--- config.mk ---
export PLATFORM = sky130hd
export DESIGN_NAME = irt_cell
export DESIGN_NICKNAME = d
export VERILOG_FILES = /design/src/rtl/core/irt_pkg.sv /design/src/rtl/core/irt_cell.sv
export SDC_FILE = /design/constraint.sdc
export NUM_CORES = 1
export LEC_CHECK = 0
export BUFFER_PORTS_ARGS = -buffer_cell sky130_fd_sc_hd__buf_2
export CAP_MARGIN = 20
export CELL_PAD_IN_SITES_DETAIL_PLACEMENT = 0
export CELL_PAD_IN_SITES_GLOBAL_PLACEMENT = 1
export CORE_MARGIN = 2
export CORE_UTILIZATION = 36
export CTS_CLUSTER_SIZE = 10
export DETAILED_ROUTE_END_ITERATION = 12
export PLACE_DENSITY = 0.8
export SLEW_MARGIN = 5
export SYNTH_ARGS = -nofsm -noshare
export SYNTH_HDL_FRONTEND = slang
export SYNTH_SLANG_ARGS = --single-unit
--- constraint.sdc ---
create_clock -name clk -period 3.8 [get_ports clk]
set_clock_uncertainty 0.05 [all_clocks]
set_input_delay 0.57 -clock clk [delete_from_list [all_inputs] [get_ports clk]]
set_output_delay 0.57 -clock clk [all_outputs]
set_load 0.01 [all_outputs]
--- src/rtl/core/irt_pkg.sv ---
// Shared types and constants for the I/O range reservation table.
package irt_pkg;

  localparam int TABLE_ENTRIES = 32;
  localparam int IDX_W         = (TABLE_ENTRIES > 1) ? $clog2(TABLE_ENTRIES) : 1;
  localparam int HANDLE_W      = 5;

  localparam logic [1:0]  KIND_MEM        = 2'd0;
  localparam logic [1:0]  KIND_PORT       = 2'd1;
  localparam logic [1:0]  KIND_DMA        = 2'd2;
  localparam logic [31:0] DMA_MAX_CHANNEL = 32'd8;
  localparam logic [31:0] DMA_LENGTH      = 32'd1;

  typedef enum logic [1:0] {
    ST_OK   = 2'd0,
    ST_BAD  = 2'd1,
    ST_BUSY = 2'd2,
    ST_FULL = 2'd3
  } resp_code_t;

  localparam logic CMD_ACQUIRE = 1'b0;
  localparam logic CMD_RELEASE = 1'b1;

  typedef enum logic [1:0] {
    S_IDLE,
    S_SCAN,
    S_DONE
  } state_t;

  typedef struct packed {
    logic                cmd;
    logic [1:0]          range_kind;
    logic [31:0]         range_base;
    logic [31:0]         range_length;
    logic [HANDLE_W-1:0] release_slot;
  } in_word_t;

  typedef struct packed {
    resp_code_t          status;
    logic [HANDLE_W-1:0] granted_slot;
  } out_word_t;

  // request token walking down the cell chain
  typedef struct packed {
    logic             valid;
    logic [1:0]       kind;
    logic [31:0]      first;
    logic [31:0]      last;
    logic             busy;
    logic             free_found;
    logic [IDX_W-1:0] free_idx;
  } token_t;

  typedef struct packed {
    logic             en;
    logic [IDX_W-1:0] idx;
    logic [1:0]       kind;
    logic [31:0]      first;
    logic [31:0]      last;
  } commit_t;

  typedef struct packed {
    logic             en;
    logic [IDX_W-1:0] idx;
  } release_t;

endpackage

--- src/rtl/core/irt_cell.sv ---
// One table slot: holds an entry and checks the passing request token against it.
module irt_cell import irt_pkg::*; (
  input  logic             clk,
  input  logic             rst_n,
  input  logic [IDX_W-1:0] cell_idx,
  input  token_t           tok_i,
  input  commit_t          commit_i,
  input  release_t         rel_i,
  output token_t           tok_o,
  output logic             valid_o
);

  logic        valid_r;
  logic        valid_nxt;
  logic [1:0]  kind_r;
  logic [31:0] first_r;
  logic [31:0] last_r;
  logic        write_en;
  logic        hit;
  token_t      tok_r;
  token_t      tok_nxt;

  assign write_en = commit_i.en && (commit_i.idx == cell_idx);

  always_comb begin
    valid_nxt = valid_r;
    if (write_en) begin
      valid_nxt = 1'b1;
    end else if (rel_i.en && (rel_i.idx == cell_idx)) begin
      valid_nxt = 1'b0;
    end
  end

  // closed-interval overlap against an entry of the same kind
  assign hit = valid_r && (kind_r == tok_i.kind) &&
               (first_r <= tok_i.last) && (tok_i.first <= last_r);

  always_comb begin
    tok_nxt      = tok_i;
    tok_nxt.busy = tok_i.busy | hit;
    if (!valid_r && !tok_i.free_found) begin
      tok_nxt.free_found = 1'b1;
      tok_nxt.free_idx   = cell_idx;
    end
  end

  always_ff @(posedge clk) begin
    if (!rst_n) begin
      valid_r     <= 1'b0;
      tok_r.valid <= 1'b0;
    end else begin
      valid_r     <= valid_nxt;
      tok_r.valid <= tok_i.valid;
    end
    tok_r.kind       <= tok_nxt.kind;
    tok_r.first      <= tok_nxt.first;
    tok_r.last       <= tok_nxt.last;
    tok_r.busy       <= tok_nxt.busy;
    tok_r.free_found <= tok_nxt.free_found;
    tok_r.free_idx   <= tok_nxt.free_idx;
    if (write_en) begin
      kind_r  <= commit_i.kind;
      first_r <= commit_i.first;
      last_r  <= commit_i.last;
    end
  end

  assign tok_o   = tok_r;
  assign valid_o = valid_r;

endmodule
== After elaboration in Yosys (flattened, before gate mapping) ==
Index checks and enable logic that the tools add are counted.

* Register bits: 141
* Bits of input ports: 159
* Output and inout port bits: 75
* Logic and storage cells: 29

* Reduce and logical (&&, ||, !) cells: 9
* Eq/ne operators: 3
* Muxes and demuxes: 3
* Bitwise operators: 1
* Order comparisons: 2

{| class="wikitable"
|+ Operators with widths
! operator !! number
|-
| $le A32 B32 Y1 || 2
|-
| $eq A5 B5 Y1 || 2
|-
| $logic_and A1 B1 Y1 || 6
|-
| $mux W5 || 1
|-
| $eq A2 B2 Y1 || 1
|-
| $logic_not A1 Y1 || 2
|-
| $mux W1 || 2
|-
| $reduce_bool A2 Y1 || 1
|-
| $or A1 B1 Y1 || 1
|}

== Longest topological paths before layout ==
* Word-level depth: 5
* Mapped depth: 8
* Mapped depth without buffers: 8

== Least setup slack after synthesis ==
No wires, ideal clock.

* Path kind: input -> register
* Start: in cell_idx[1]
* End: reg first_r[0] (enable)
* Buffers on the path: 0
* Arrival: 2594 ps
* Setup slack: 724 ps
* Stages: 3
* Setup time: 432 ps
* Required time: 3318 ps
* Cell sequence: xor2_1 > nor4_1 > and3_1

* Word-level cells in the longest chain between the ends: 2

{| class="wikitable"
|+ Ends and longest elaborated chain
! what !! line !! RTL
|-
| start: declaration || irt_cell.sv:5 || <nowiki>input logic [IDX_W-1:0] cell_idx,</nowiki>
|-
| $eq A5 B5 Y1 || irt_cell.sv:23 || <nowiki>assign write_en = commit_i.en && (commit_i.idx == cell_idx);</nowiki>
|-
| $logic_and A1 B1 Y1 || irt_cell.sv:23 ||
|-
| end signal: assignment || irt_cell.sv:63 || <nowiki>first_r <= commit_i.first;</nowiki>
|-
| end: declaration || irt_cell.sv:16 || <nowiki>logic [31:0] first_r;</nowiki>
|}

No other way between the ends.
A chain may end at the register's enable or synchronous reset.

==> impl_metrics.tcl <==
set metrics [dict create \
    synthCells 399 \
    critPathMaxFanout 2 \
    slew_violations 0 \
    tightestPinTransition_ns 0.901 \
    syn_avg_cell_area_sq_um 13.3 \
    r2r_cells 5 \
    gp_congestion 0.762 \
    avgViaCountPerCell 4.51 \
    status "finished, final reports clean" \
    seq_area_frac_synth_pct 65.6 \
    track_usage_pct 16.0 \
    syn_nets 622 \
    worstHoldStart "tok_i[24]" \
    synth-seq-cells 141 \
    n_antenna_cell 0 \
    clockBufferDepth 2 \
    synth_compound_area_share_pct 5.98 \
    clkTransAtPathRegs_ns 0.06 \
    final_cell_area_sq_um 7260 \
    rrSetupSlack_ns 1.75 \
    io_pins 234 \
    cts_hold_buf 0 \
    seqPwrFrac_pct 47.7 \
    num-nets-final 874 \
    port_buffers 233 \
    post_cts_buffers 0 \
    cp_data_required_time_ns 4.05 \
    clock_latency_ns 0.42 \
    end_kind "register" \
    p_leak_nw 3.52 \
    cts_tree "yes" \
    pre_cts_slack_ns 1.33 \
    die_x_um 125 \
    synth_top_family_by_area "adder cells" \
    setup.worst_path.class "register to register" \
    p_comb_share_pct 8.2 \
    gr-total-overflow 0 \
    cp-startpoint "first_r[22]$_DFFE_PP_" \
    ant_nets 0 \
    cap_violations 0 \
    totalNegativeSetupSlack_ns 0 \
    period_share_pct 54.0 \
    synth-simple-area-share_pct 5.63 \
    antenna_found_initial 2 \
    timing.fmax_mhz 487 \
    intPower_mw 2.74 \
    areaGrowthSynthToFinish_pct 36.7 \
    clkPwrFrac_pct 44.1 \
    slew_headroom_pct 39.9 \
    hp-class "input port to register" \
    cts_resized 0 \
    synthAdderAreaFrac_pct 15.1 \
    ys_types 33 \
    fillers 1284 \
    p_per_area_nw_per_um2 480 \
    fin_crit_ns 2.05 \
    cts_root_buf "clkbuf_16" \
    worst_setup_path_start_kind "register" \
    hold_slack_ns 0.218 \
    fin_cells 848 \
    grt_pass1_wl_mm 19.1 \
    synth_area_sq_um 5310 \
    dp_hpwl_mm 9.47 \
    num_rows 44 \
    final_hold_viol_count 0 \
    min_path_cells 1 \
    ir_drop_uv 265 \
    synth_mux_area_share_pct 1.06 \
    die_h_um 125 \
    routedWlPerCell_um 14.1 \
    dr.pass1.iters 4 \
    layout-drive-gt1-share_pct 40.1 \
    layout_setup_ws_ns 1.75 \
    drc_errors 0 \
    grt_start_max_net_pins 68 \
    die_area_sq_um 15700 \
    synth_xor_area_share_pct 1.98 \
    vias 3828 \
    cts_sinks 141 \
    htreeDepth 4 \
    first_global_vias 4057 \
    drtIter0Drc 140 \
    setup_violations 0 \
    ys_warn_count 0 \
    switchingPower_mw 0.748 \
    coreArea_sq_um 14500 \
    placed_area_sq_um 6720 \
    routed_wl_mm 12.0 \
    numCtsBuffers 17 \
    swShare_pct 21.5 \
    grt_setup_unrepaired "false" \
    rr_startpoint "first_r[22]$_DFFE_PP_" \
    arrival_ns 2.30 \
    dp_cells 816 \
    initial_utilization_pct 36.7 \
]
[per-layer routing]
metal,up-vias,track usage [%],routed length (um)
li1,1910,-,-
met1,1734,16.8,4580
met2,160,27.9,6120
met3,22,6.03,994
met4,2,7.84,289
met5,-,0,13
[power by group through the flow]
stage / registers [mW] / clock network, mW / logic [mW]
finish: 1.66 / 1.54 / 0.286
CTS: 1.66 / 1.58 / 0.292
global placement: 1.69 / 0 / 0.281
floorplan: 1.72 / 0 / 0.0969
global route: 1.67 / 1.64 / 0.325
detailed placement: 1.69 / 0 / 0.289
[final timing paths]
check | end
max | tok_o[6]$_DFF_P_
min | tok_o[24]$_DFF_P_
max reg2reg | tok_o[6]$_DFF_P_
min reg2reg | tok_o[5]$_SDFF_PP1_
[cell usage in the layout, fill, tap and decap left out, types with 2 or more instances in the layout]
| master | instances |
|---|---|
| a211oi_1 | 3 |
| a21o_1 | 3 |
| a21oi_1 | 28 |
| buf_2 | 233 |
| clkbuf_1 | 5 |
| clkbuf_16 | 18 |
| clkinv_2 | 7 |
| dfxtp_1 | 75 |
| edfxtp_1 | 66 |
| ha_1 | 64 |
| inv_1 | 67 |
| mux2_2 | 5 |
| nand2_1 | 13 |
| nand2b_1 | 2 |
| nand3_1 | 5 |
| nand4_1 | 14 |
| nor2_1 | 5 |
| nor2b_1 | 6 |
| nor3_1 | 2 |
| nor4_1 | 5 |
| o21ai_0 | 10 |
| xnor2_1 | 4 |
| xor2_1 | 8 |
[Yosys cell counts, drive strengths merged]
cell type / number / area (sq um)
a2111oi: 1 / 8.76
a211oi: 3 / 22.5
a21o: 3 / 22.5
a21oi: 28 / 140
a221o: 1 / 10.0
a31oi: 1 / 6.26
and2: 1 / 6.26
and3: 1 / 6.26
dfxtp: 75 / 1500
edfxtp: 66 / 1980
ha: 64 / 801
inv: 67 / 251
mux2: 5 / 56.3
nand2: 13 / 48.8
nand2b: 2 / 12.5
nand3: 5 / 25.0
nand4: 14 / 87.6
nor2: 5 / 18.8
nor2b: 6 / 37.5
nor3: 2 / 10.0
nor3b: 1 / 7.51
nor4: 5 / 31.3
o211ai: 1 / 7.51
o21ai: 11 / 55.1
o21ba: 1 / 10.0
o311a: 1 / 10.0
o311ai: 1 / 8.76
o31ai: 1 / 7.51
o41ai: 1 / 8.76
or4: 1 / 7.51
xnor2: 4 / 35.0
xor2: 8 / 70.1
[critical path, cell delays in order, from the launching register on]
cell,delay (ns)
edfxtp_1,0.37
ha_1,0.31
nand4_1,0.14
or4_1,0.59
o21ba_1,0.20
o311a_1,0.27
[cell type report]
class                           instances  area, sq um  share of cell area, %
Clock buffer                           24          483                   6.65
Tap cell                              184          230                   3.17
Multi-Input combinational cell        191         1580                   21.8
Timing Repair Buffer                  233         1170                   16.1
Sequential cell                       141         3480                   48.0
Inverter                               67          251                   3.46
Clock inverter                          8         65.1                  0.896
[cell families (layout without fill, tap and decap cells)]
group	after synthesis	after routing
AND/OR/NAND/NOR	56	56
AO/OA/AOI/OAI	54	54
multiplexers	5	5
adder cells (fa/ha/maj)	64	64
flip-flops	141	141
XOR/XNOR	12	12
buffers and inverters	67	332
[sequential cells by signal, indices dropped and copies added, names as in the netlist]
register  flops
first_r      32
kind_r        2
last_r       32
tok_o        74
valid_o       1
[per-stage QoR]
step / power (mW) / util [%]
2_1_floorplan: 1.81 / -
3_3_place_gp: 1.97 / 46.4
3_5_place_dp: 1.98 / 46.4
4_1_cts: 3.53 / 50.2
5_1_grt: 3.63 / 50.2
6_report: 3.49 / 50.2
(Power assumes the default switching activity.)
